### src/design/spim_pkg.sv
package spim_pkg;

  localparam int unsigned SetupTicks = 16;
  localparam logic [15:0] SETUP_WAIT = 16'(SetupTicks);
  localparam logic [7:0]  FILL_BYTE  = 8'hFF;

  // Bit slot phases of the shifter.
  localparam logic [1:0] PH_IDLE  = 2'd0;
  localparam logic [1:0] PH_SETUP = 2'd1;
  localparam logic [1:0] PH_HIGH  = 2'd2;
  localparam logic [1:0] PH_LOW   = 2'd3;

  // Configuration register indexes.
  localparam logic [1:0] REG_HALF_PERIOD = 2'd0;
  localparam logic [1:0] REG_CS_POL      = 2'd1;
  localparam logic [1:0] REG_CS_PRESENT  = 2'd2;

  localparam logic ACT_TICK  = 1'b0;
  localparam logic ACT_QUEUE = 1'b1;

  typedef struct packed {
    logic       action;
    logic [7:0] tx_byte;
    logic       use_fill;
    logic       drive_chip_select;
    logic       first_byte;
    logic       last_byte;
    logic       miso;
  } spim_item_t;

  typedef struct packed {
    logic       sck;
    logic       mosi;
    logic       cs_level;
    logic [7:0] rx_byte;
    logic       rx_valid;
    logic       ready_res;
  } spim_res_t;

  typedef struct packed {
    logic [15:0] half_period_ticks;
    logic        cs_active_high;
    logic        cs_present;
  } spim_cfg_t;

endpackage

### src/design/spi_master_mode0_shifter.sv
// SPI mode 0 master shifter, MSB first, advanced by tick transactions.
// Input channel (in_valid/in_ready): each transaction is either one timing
// tick (in_action 0) or a byte to queue (in_action 1) with its chip select
// flags. Every input transaction produces exactly one result transaction on
// the output channel (out_valid/out_ready) carrying the SCK, MOSI and chip
// select levels, the received byte with out_rx_valid, and out_ready_res.
// The transaction is captured in an input register, then the shifter state
// advances and the result is loaded into the output register. One
// transaction per cycle is sustained while the receiver does not stall; the
// shifter state update is a combinational loop around the state registers.
// When the receiver stalls, the output register holds its result, the input
// register fills, and in_ready drops until out_ready returns.
// Reset (rst_n low, synchronous) empties both registers, idles the shifter
// with SCK and MOSI low and chip select high, and loads the register reset
// values: half period 0, active-low chip select, select line present.
// Registers on the APB port: 0x0 half_period_ticks, 0x4 cs_active_high,
// 0x8 cs_present. Writes are expected only while the block is idle.
module spi_master_mode0_shifter import spim_pkg::*; (
  input  logic        clk,
  input  logic        rst_n,
  input  logic        in_valid,
  output logic        in_ready,
  input  logic        in_action,
  input  logic [7:0]  in_tx_byte,
  input  logic        in_use_fill,
  input  logic        in_drive_chip_select,
  input  logic        in_first_byte,
  input  logic        in_last_byte,
  input  logic        in_miso,
  output logic        out_valid,
  input  logic        out_ready,
  output logic        out_sck,
  output logic        out_mosi,
  output logic        out_cs_level,
  output logic [7:0]  out_rx_byte,
  output logic        out_rx_valid,
  output logic        out_ready_res,
  input  logic        psel,
  input  logic        penable,
  input  logic        pwrite,
  input  logic [3:0]  paddr,
  input  logic [31:0] pwdata,
  output logic [31:0] prdata,
  output logic        pready
);

  spim_cfg_t  cfg_r;
  spim_item_t item_r;
  spim_res_t  res;
  spim_res_t  res_r;
  logic       in_vld_r;
  logic       out_vld_r;
  logic       advance;
  logic       cfg_wr;

  // Configuration port.
  assign pready = 1'b1;
  assign cfg_wr = psel && penable && pwrite;

  always_ff @(posedge clk) begin
    if (!rst_n) begin
      cfg_r.half_period_ticks <= 16'd0;
      cfg_r.cs_active_high    <= 1'b0;
      cfg_r.cs_present        <= 1'b1;
    end else if (cfg_wr) begin
      case (paddr[3:2])
        REG_HALF_PERIOD: cfg_r.half_period_ticks <= pwdata[15:0];
        REG_CS_POL:      cfg_r.cs_active_high    <= pwdata[0];
        REG_CS_PRESENT:  cfg_r.cs_present        <= pwdata[0];
        default: begin
        end
      endcase
    end
  end

  always_comb begin
    case (paddr[3:2])
      REG_HALF_PERIOD: prdata = {16'd0, cfg_r.half_period_ticks};
      REG_CS_POL:      prdata = {31'd0, cfg_r.cs_active_high};
      REG_CS_PRESENT:  prdata = {31'd0, cfg_r.cs_present};
      default:         prdata = 32'd0;
    endcase
  end

  // The held transaction moves into the shifter when the output register is free.
  assign advance  = in_vld_r && (!out_vld_r || out_ready);
  assign in_ready = !in_vld_r || advance;

  always_ff @(posedge clk) begin
    if (!rst_n) begin
      in_vld_r <= 1'b0;
    end else if (in_ready) begin
      in_vld_r <= in_valid;
    end
  end

  always_ff @(posedge clk) begin
    if (in_ready && in_valid) begin
      item_r.action            <= in_action;
      item_r.tx_byte           <= in_tx_byte;
      item_r.use_fill          <= in_use_fill;
      item_r.drive_chip_select <= in_drive_chip_select;
      item_r.first_byte        <= in_first_byte;
      item_r.last_byte         <= in_last_byte;
      item_r.miso              <= in_miso;
    end
  end

  spim_core u_core (
    .clk     (clk),
    .rst_n   (rst_n),
    .step_en (advance),
    .item    (item_r),
    .cfg     (cfg_r),
    .res     (res)
  );

  always_ff @(posedge clk) begin
    if (!rst_n) begin
      out_vld_r <= 1'b0;
    end else if (advance) begin
      out_vld_r <= 1'b1;
    end else if (out_ready) begin
      out_vld_r <= 1'b0;
    end
  end

  always_ff @(posedge clk) begin
    if (advance) begin
      res_r <= res;
    end
  end

  assign out_valid     = out_vld_r;
  assign out_sck       = res_r.sck;
  assign out_mosi      = res_r.mosi;
  assign out_cs_level  = res_r.cs_level;
  assign out_rx_byte   = res_r.rx_byte;
  assign out_rx_valid  = res_r.rx_valid;
  assign out_ready_res = res_r.ready_res;

  // A finished byte always returns the shifter to idle.
  a_rx_done_idle: assert property (@(posedge clk) disable iff (!rst_n)
    out_valid && out_rx_valid |-> out_ready_res)
    else $error("byte finished without returning to idle");

  a_rx_byte_zero: assert property (@(posedge clk) disable iff (!rst_n)
    out_valid && !out_rx_valid |-> out_rx_byte == 8'd0)
    else $error("received byte nonzero without rx_valid");

  // The serial clock idles low.
  a_idle_sck_low: assert property (@(posedge clk) disable iff (!rst_n)
    out_valid && out_ready_res |-> !out_sck)
    else $error("SCK high while idle");

  // A transaction can only wait in the input register behind a full output.
  a_in_stall: assert property (@(posedge clk) disable iff (!rst_n)
    !in_ready |-> out_valid && !out_ready)
    else $error("input stalled with output free");

endmodule

### src/design/spim_core.sv
module spim_core import spim_pkg::*; (
  input  logic       clk,
  input  logic       rst_n,
  input  logic       step_en,
  input  spim_item_t item,
  input  spim_cfg_t  cfg,
  output spim_res_t  res
);

  logic [1:0]  phase_r, phase_nxt;
  logic [2:0]  bit_r, bit_nxt;
  logic [7:0]  tx_r, tx_nxt;
  logic [7:0]  rx_r, rx_nxt;
  logic [15:0] wait_r, wait_nxt;
  logic        end_r, end_nxt;
  logic        sel_r, sel_nxt;
  logic        sck_r, sck_nxt;
  logic        mosi_r, mosi_nxt;
  logic        cs_r, cs_nxt;
  logic [15:0] wait_dec;
  logic [2:0]  bit_dec;
  logic        rx_valid;
  logic [7:0]  rx_out;

  assign wait_dec = (wait_r != 16'd0) ? wait_r - 16'd1 : 16'd0;
  assign bit_dec  = bit_r - 3'd1;

  always_comb begin
    phase_nxt = phase_r;
    bit_nxt   = bit_r;
    tx_nxt    = tx_r;
    rx_nxt    = rx_r;
    wait_nxt  = wait_r;
    end_nxt   = end_r;
    sel_nxt   = sel_r;
    sck_nxt   = sck_r;
    mosi_nxt  = mosi_r;
    cs_nxt    = cs_r;
    rx_valid  = 1'b0;
    rx_out    = 8'd0;
    if (item.action == ACT_QUEUE) begin
      // A byte queued while a slot is running is dropped.
      if (phase_r == PH_IDLE) begin
        tx_nxt    = item.use_fill ? FILL_BYTE : item.tx_byte;
        rx_nxt    = 8'd0;
        bit_nxt   = 3'd7;
        end_nxt   = item.last_byte;
        sel_nxt   = item.drive_chip_select;
        sck_nxt   = 1'b0;
        if (item.first_byte && cfg.cs_present) begin
          cs_nxt = item.drive_chip_select ? cfg.cs_active_high : ~cfg.cs_active_high;
        end
        mosi_nxt  = tx_nxt[7];
        wait_nxt  = SETUP_WAIT;
        phase_nxt = PH_SETUP;
      end
    end else if (phase_r != PH_IDLE) begin
      wait_nxt = wait_dec;
      if (wait_dec == 16'd0) begin
        case (phase_r)
          PH_SETUP: begin
            sck_nxt   = 1'b1;
            wait_nxt  = cfg.half_period_ticks;
            phase_nxt = PH_HIGH;
          end
          PH_HIGH: begin
            rx_nxt    = {rx_r[6:0], item.miso};
            sck_nxt   = 1'b0;
            wait_nxt  = cfg.half_period_ticks;
            phase_nxt = PH_LOW;
          end
          PH_LOW: begin
            if (bit_r != 3'd0) begin
              bit_nxt   = bit_dec;
              mosi_nxt  = tx_r[bit_dec];
              wait_nxt  = SETUP_WAIT;
              phase_nxt = PH_SETUP;
            end else begin
              rx_valid = 1'b1;
              rx_out   = rx_r;
              if (end_r && sel_r && cfg.cs_present) begin
                cs_nxt = ~cfg.cs_active_high;
              end
              bit_nxt   = 3'd7;
              phase_nxt = PH_IDLE;
            end
          end
          default: begin
            phase_nxt = PH_IDLE;
          end
        endcase
      end
    end
  end

  always_ff @(posedge clk) begin
    if (!rst_n) begin
      phase_r <= PH_IDLE;
      bit_r   <= 3'd7;
      tx_r    <= 8'd0;
      rx_r    <= 8'd0;
      wait_r  <= 16'd0;
      end_r   <= 1'b0;
      sel_r   <= 1'b0;
      sck_r   <= 1'b0;
      mosi_r  <= 1'b0;
      cs_r    <= 1'b1;
    end else if (step_en) begin
      phase_r <= phase_nxt;
      bit_r   <= bit_nxt;
      tx_r    <= tx_nxt;
      rx_r    <= rx_nxt;
      wait_r  <= wait_nxt;
      end_r   <= end_nxt;
      sel_r   <= sel_nxt;
      sck_r   <= sck_nxt;
      mosi_r  <= mosi_nxt;
      cs_r    <= cs_nxt;
    end
  end

  always_comb begin
    res.sck       = sck_nxt;
    res.mosi      = mosi_nxt;
    res.cs_level  = cs_nxt;
    res.rx_byte   = rx_out;
    res.rx_valid  = rx_valid;
    res.ready_res = (phase_nxt == PH_IDLE);
  end

endmodule

### config.mk
export PLATFORM = sky130hd
export DESIGN_NAME = spi_master_mode0_shifter
export DESIGN_NICKNAME = d
export VERILOG_FILES = /design/src/design/spim_pkg.sv /design/src/design/spi_master_mode0_shifter.sv /design/src/design/spim_core.sv
export SDC_FILE = /design/constraint.sdc
export NUM_CORES = 1
export LEC_CHECK = 0
export BUFFER_PORTS_ARGS = -buffer_cell sky130_fd_sc_hd__buf_2
export CORE_ASPECT_RATIO = 1.2
export CORE_MARGIN = 3
export CORE_UTILIZATION = 35
export DETAILED_ROUTE_END_ITERATION = 16
export GPL_TIMING_DRIVEN = 0
export PLACE_DENSITY_LB_ADDON = 0.05
export SLEW_MARGIN = 20
export SYNTH_ARGS = -nofsm -noshare
export SYNTH_HDL_FRONTEND = slang
export SYNTH_HIERARCHICAL = 1
export SYNTH_SLANG_ARGS = --single-unit
### constraint.sdc
create_clock -name clk -period 5.35 [get_ports clk]
set_clock_uncertainty 0.05 [all_clocks]
set_input_delay 0.535 -clock clk [delete_from_list [all_inputs] [get_ports clk]]
set_output_delay 0.535 -clock clk [all_outputs]
set_load 0.1 [all_outputs]
==> results of run 1 <==
[layout by cell type (no fill, tap or decap), drive strengths merged, types with 6 or more instances in the layout]
cell,Yosys,final
and2,22,22
clkbuf,20,30
o21ai,41,41
nor4,6,6
conb,2,17
a21oi,13,13
nor3,15,15
nor2,32,32
nand2,77,77
and3,13,13
dfxtp,62,62
ha,10,10
mux2i,22,22
buf,35,104
a22o,13,13
inv,12,15
edfxtp,27,27
nor2b,9,9
nor3b,7,7
nand3,18,18
o211a,9,9
[synthesized netlist by cell type, types with 3 or more instances]
library cell and n:
and3_1 12, nor3_1 12, nor3b_1 6, buf_4 21, nand2b_1 4, o211ai_1 5, o41ai_1 3, o21a_1 3
a21oi_1 12, a22o_1 13, nor2_1 32, nand3_1 17, nand3b_1 3, mux2i_1 22, ha_1 10, o31ai_1 3
o21ai_0 39, buf_2 10, nand2_1 77, edfxtp_1 27, dfxtp_1 62, nor4_1 4, and2_1 21, nor2b_1 9
o211a_1 9, inv_1 12, a31oi_1 5, clkbuf_1 20
[registers in the layout, summed over array words and instances, names as in the netlist, 2 cells and up]
signal	flops
u_core/bit_r	3
u_core/phase_r	2
item_r	14
out_rx_byte	8
u_core/tx_r	8
u_core/rx_r	8
cfg_r	18
u_core/wait_r	16
[per-layer routing]
metal	routed length [um]	part of all wire [%]
met1	5520	46
met2	5550	46
met3	638	5.3
met4	323	2.7
met5	0	0
[worst max-delay path: stages (launching register included)]
cell and delay (ns):
dfxtp_1 0.34, buf_2 0.18, inv_1 0.11, ha_1 0.14, buf_2 0.19, nor3b_2 0.62, nand2_1 0.14, o21ai_0 0.18
nor3b_1 0.26, a31o_4 0.26, buf_6 0.16, and2_4 0.16, a21oi_1 0.06, a311o_1 0.29, buf_4 0.13
[kinds of logic (layout without fill, tap and decap cells)]
family                     after synthesis  in the layout
and+or+nand+nor                        220            220
xor gates and xnor gates                 2              2
other                                    2             17
buffers and inverters                   67            152
muxes                                   25             25
AOI/OAI and AO/OA                      115            115
adders and majority gates               10             10
DFF                                     89             89
[report_power, final]
part | switching, mW | total (mW) | internal [mW] | leakage (nW)
combinational | 0.237 | 0.335 | 0.0976 | 1.53
sequential | 0.0124 | 0.730 | 0.718 | 0.756
clock | 0.270 | 0.640 | 0.369 | 0.146
total | 0.520 | 1.70 | 1.18 | 2.43
[area by class of cell]
| type | instances | area, um^2 | area share (%) |
|---|---|---|---|
| Clock buffer | 10 | 229 | 3.97 |
| Timing Repair Buffer | 69 | 352 | 6.10 |
| Clock inverter | 6 | 75.1 | 1.30 |
| Buffer | 55 | 324 | 5.63 |
| Sequential cell | 89 | 2050 | 35.6 |
| Inverter | 12 | 45.0 | 0.782 |
| Multi-Input combinational cell | 389 | 2470 | 42.9 |
| Tap cell | 168 | 210 | 3.65 |
[worst max path at each step]
stage,startpoint,slack [ns],endpoint
after detailed placement,u_core/wait_r[0],1.83,out_sck
after global placement,out_ready,1.37,u_core/wait_r[8]
final,u_core/wait_r[0],1.84,out_sck
after CTS,u_core/wait_r[0],1.81,out_sck
after floorplan,paddr[3],2.02,prdata[0]
after global routing,u_core/wait_r[0],1.62,out_sck
==> results.sh, run 1 <==
export IMPL_min_to="item_r[0]"
export IMPL_final_cells=798
export IMPL_synth_xor_area_share_pct=0.362
export IMPL_ys_flop_type="dfxtp_1"
export IMPL_synth_edff_count=27
export IMPL_netlist_area_um2=4840
export IMPL_drtIter0Drc=178
export IMPL_endpoint_kind="flop"
export IMPL_placed_area_um2=5460
export IMPL_syn_instance_count=530
export IMPL_hold_path_startpoint="in_miso"
export IMPL_rrSetupSlack_ns=1.84
export IMPL_grt_busiest_layer="met2"
export IMPL_grtUsageMet2_pct=24.9
export IMPL_relSlewSlack_pct=38.6
export IMPL_clockBufferDepth=2
export IMPL_grtUsageMet1_pct=21.9
export IMPL_worstPathMaxFanout=10
export IMPL_ys_types=70
export IMPL_power_density_nw_per_um2=296
export IMPL_core_rowCount=46
export IMPL_root_buffer="clkbuf_16"
export IMPL_r2r_end="out_sck"
export IMPL_cts_tree="yes"
export IMPL_leakage_nw=2.43
export IMPL_finalMaxSlewViolations=0
export IMPL_dieArea_um2=15300
export IMPL_r2r_start="u_core/wait_r[0]"
export IMPL_finalInstanceArea_um2=5760
export IMPL_grt_max_degree=17
export IMPL_period_share_pct=65.6
export IMPL_dp_slack_ns=1.83
export IMPL_antenna_found_initial=0
export IMPL_cts_buffers=9
export IMPL_num_antenna_cells=0
export IMPL_wirelength_um=12000
export IMPL_cts_sinks=89
export IMPL_synthTopCellsByArea="dfxtp_1, edfxtp_1, nand2_1"
export IMPL_min_path_cells=1
export IMPL_clk_pin_slew_ns=0.07
export IMPL_first_pass_iters=5
export IMPL_nNetsFinal=692
export IMPL_setup_viol=0
export IMPL_yosysTopAreaCell="dfxtp_1"
export IMPL_ant_nets=0
export IMPL_track_usage_pct=16.0
export IMPL_portBuffers=68
export IMPL_synth_warnings=6
export IMPL_first_global_vias=3911
export IMPL_ys_seq_area_share_pct=42.4
export IMPL_vias_per_cell=5.12
export IMPL_placedCellCount=782
export IMPL_ctsHtreeMaxLevel=3
export IMPL_crit_type="reg2reg"
export IMPL_status="completed"
export IMPL_drcViolationCount=0
export IMPL_start_util_pct=36.2
export IMPL_synth_seq_cells=89
export IMPL_required_ns=5.40
export IMPL_fin_crit_ns=3.51
export IMPL_ctsHoldBuffers=0
export IMPL_fillCellCount=1342
export IMPL_cts_resized=0
export IMPL_ioPinCount=105
export IMPL_finalHoldViolCount=0
export IMPL_gr_total_overflow=0
export IMPL_area_growth_synth_to_final_pct=19.1
export IMPL_post_cts_buffers=0
export IMPL_reg2reg_depth=14
export IMPL_place_congestion=0.883
export IMPL_synth_fa_ha_area_share_pct=2.59
export IMPL_die_h_um=135
export IMPL_final_layout_size_suffix_gt1_share_pct=21.9
export IMPL_synthSimpleGateAreaFrac_pct=24.4
export IMPL_hold_ws_ns=0.313
export IMPL_grt_pass1_wl_um=19600
export IMPL_crit_arrival_ns=3.56
export IMPL_synth_top_family_by_area="simple AND/OR/NAND/NOR gates"
export IMPL_worst_slack_ns=1.84
export IMPL_clock_latency_ns=0.34
export IMPL_hp_class="in2reg"
export IMPL_place_hpwl_um=8960
export IMPL_final_core_util_pct=43.1
export IMPL_core_area_um2=13400
export IMPL_synth_compound_area_share_pct=16.7
export IMPL_maxCapViolCount=0
export IMPL_cp_start_kind="flop"
export IMPL_synthMuxAreaShare_pct=5.72
export IMPL_dr_total_vias=4089
export IMPL_finalPower_mw=1.70
export IMPL_synth_top_area_share_pct=25.7
export IMPL_wl_per_cell_um=15.1
export IMPL_gr_usage_met3_pct=2.87
export IMPL_die_w_um=113
export IMPL_syn_avg_cell_area_um2=9.12
export IMPL_vdd_drop_max_uv=138
export IMPL_rsz0062_at_grt="no"
export IMPL_setup_tns_ns=0
export IMPL_max_freq_ghz=0.285
export IMPL_tightest_slew_ns=0.913
export IMPL_synthArstFlopShare_pct=0
Note: power is estimated with default switching activity, not from simulation.
==> inputs of run 2 (changes only) <==
Clock period 5.35 ns to 3.1 ns, I/O delays scaled along.
==> run 2 against run 1 <==
Compared with the run above:
- setup slack lost 1.7 ns
- critical path depth is the same
- sequential share of layout area shrank 1.0 points
- first-iteration DRC count grew 14%
- die area is the same
- non-clock buffer count grew 14
- critical path type unchanged
==> results.sh, run 2 (synthesis gave the netlist of run 1 again) <==
export IMPL_leakage_nw=2.52
export IMPL_rrSetupSlack_ns=0.1
export IMPL_die_w_um=113
export IMPL_ctsHtreeMaxLevel=3
export IMPL_hold_path_startpoint="in_miso"
export IMPL_worstPathMaxFanout=9
export IMPL_root_buffer="clkbuf_16"
export IMPL_dr_total_vias=4143
export IMPL_placedCellCount=782
export IMPL_endpoint_kind="flop"
export IMPL_placed_area_um2=5460
export IMPL_place_congestion=0.883
export IMPL_mostFrequentLayoutCells="nand2_1, buf_2, dfxtp_1, o21ai_0, buf_4"
export IMPL_finalHoldViolCount=0
export IMPL_min_to="item_r[0]"
export IMPL_power_density_nw_per_um2=503
export IMPL_ant_nets=0
export IMPL_final_layout_size_suffix_gt1_share_pct=24.8
export IMPL_wirelength_um=12200
export IMPL_cp_start_kind="flop"
export IMPL_ctsHoldBuffers=0
export IMPL_cts_buffers=9
export IMPL_fin_crit_ns=3.00
export IMPL_period_share_pct=96.8
export IMPL_ioPinCount=105
export IMPL_wl_per_cell_um=15.0
export IMPL_vdd_drop_max_uv=240
export IMPL_finalInstanceArea_um2=5940
export IMPL_max_freq_ghz=0.333
export IMPL_layout_cells_most_common="nand2_1"
export IMPL_largest_register="cfg_r"
export IMPL_r2r_end="out_sck"
export IMPL_multi_input_area_um2=2520
export IMPL_antenna_found_initial=0
export IMPL_grt_max_degree=17
export IMPL_crit_arrival_ns=3.05
export IMPL_grt_pass1_wl_um=19700
export IMPL_num_antenna_cells=0
export IMPL_tightest_slew_ns=0.895
export IMPL_place_hpwl_um=8960
export IMPL_required_ns=3.15
export IMPL_largest_reg_flops=18
export IMPL_relSlewSlack_pct=39.8
export IMPL_reg2reg_depth=14
export IMPL_gr_total_overflow=0
export IMPL_core_rowCount=46
export IMPL_final_core_util_pct=44.5
export IMPL_vias_per_cell=5.10
export IMPL_clockBufferDepth=2
export IMPL_first_global_vias=3924
export IMPL_r2r_start="u_core/wait_r[0]"
export IMPL_maxCapViolCount=0
export IMPL_start_util_pct=36.2
export IMPL_finalMaxSlewViolations=0
export IMPL_status="completed"
export IMPL_area_growth_synth_to_final_pct=22.8
export IMPL_first_pass_iters=5
export IMPL_portBuffers=68
export IMPL_drtIter0Drc=203
export IMPL_hp_class="in2reg"
export IMPL_clk_pin_slew_ns=0.07
export IMPL_dieArea_um2=15300
export IMPL_cts_sinks=89
export IMPL_min_path_cells=1
export IMPL_nNetsFinal=706
export IMPL_core_area_um2=13400
export IMPL_drcViolationCount=0
export IMPL_reg_top3="cfg_r (18), u_core/wait_r (16), item_r (14)"
export IMPL_cts_tree="yes"
export IMPL_die_h_um=135
export IMPL_regArea_um2=2050
export IMPL_setup_viol=0
export IMPL_crit_type="reg2reg"
export IMPL_track_usage_pct=16.1
export IMPL_final_cells=812
export IMPL_fillCellCount=1331
export IMPL_clock_latency_ns=0.34
-- run 2: through the flow --
| stage | worst slack [ns] | total power [mW] | TNS, ns | hold slack (ns) |
|---|---|---|---|---|
| after floorplan | 0.00663 | 1.74 | 0 | 0.359 |
| final | 0.0989 | 2.99 | 0 | 0.0884 |
| after detailed placement | -0.418 | 1.86 | -8.80 | 0.415 |
| after global placement | -0.653 | 1.86 | -12.87 | 0.405 |
| after global routing | -0.00603 | 3.14 | -0.00603 | 0.0752 |
| after CTS | 0.00229 | 2.98 | 0 | 0.0753 |
-- run 2: what timing repair did --
item,CTS,global route
pin swaps,0,5
setup endpoints to repair,43,34
resized for setup,6,11
buffers inserted,2,12
-- run 2: worst max-delay path, cell delays in order (launching register included) --
cell and delay, ns:
dfxtp_2 0.36, buf_6 0.13, inv_2 0.04, ha_1 0.19, buf_6 0.14, nor3b_4 0.14
buf_4 0.17, a32oi_2 0.22, a2bb2oi_2 0.18, nor3_2 0.06, a31o_4 0.28, buf_8 0.14
and2_4 0.16, a311o_1 0.36, buf_4 0.13
-- run 2: worst max-delay path by stage --
stage	slack [ns]	to	start	cells after the start
2_1_floorplan	0.007	u_core/wait_r[8]	out_valid	8
3_3_place_gp	-0.65	u_core/wait_r[8]	out_ready	9
3_5_place_dp	-0.42	out_sck	u_core/wait_r[0]	14
4_1_cts	0.002	out_sck	u_core/wait_r[0]	14
5_1_grt	-0.006	out_sck	u_core/wait_r[0]	14
6_report	0.1	out_sck	u_core/wait_r[0]	14
-- run 2: routing by layer --
layer  up-vias  global-route usage (%)  part of all wire [%]
li1       2078                       -                     -
met1      1916                    22.1                    47
met2       130                    25.3                    46
met3        19                    2.78                   4.7
met4         0                    6.35                   2.2
met5         -                       0                     0
-- run 2: area by class of cell --
cell class                 instances  area share [%]
multi-input combinational        389            42.5
sequential                        89            34.6
timing repair buffer              83            7.75
buffer                            55            5.73
clock buffer                      10            3.86
tap                              168            3.54
clock inverter                     6            1.26
inverter                          12           0.759
-- run 2: where the power goes --
group	leakage, nW	total (mW)	internal [mW]	switching (mW)
combinational	1.61	0.624	0.203	0.421
clock	0.146	1.10	0.638	0.464
sequential	0.756	1.26	1.24	0.0221
total	2.52	2.99	2.08	0.907
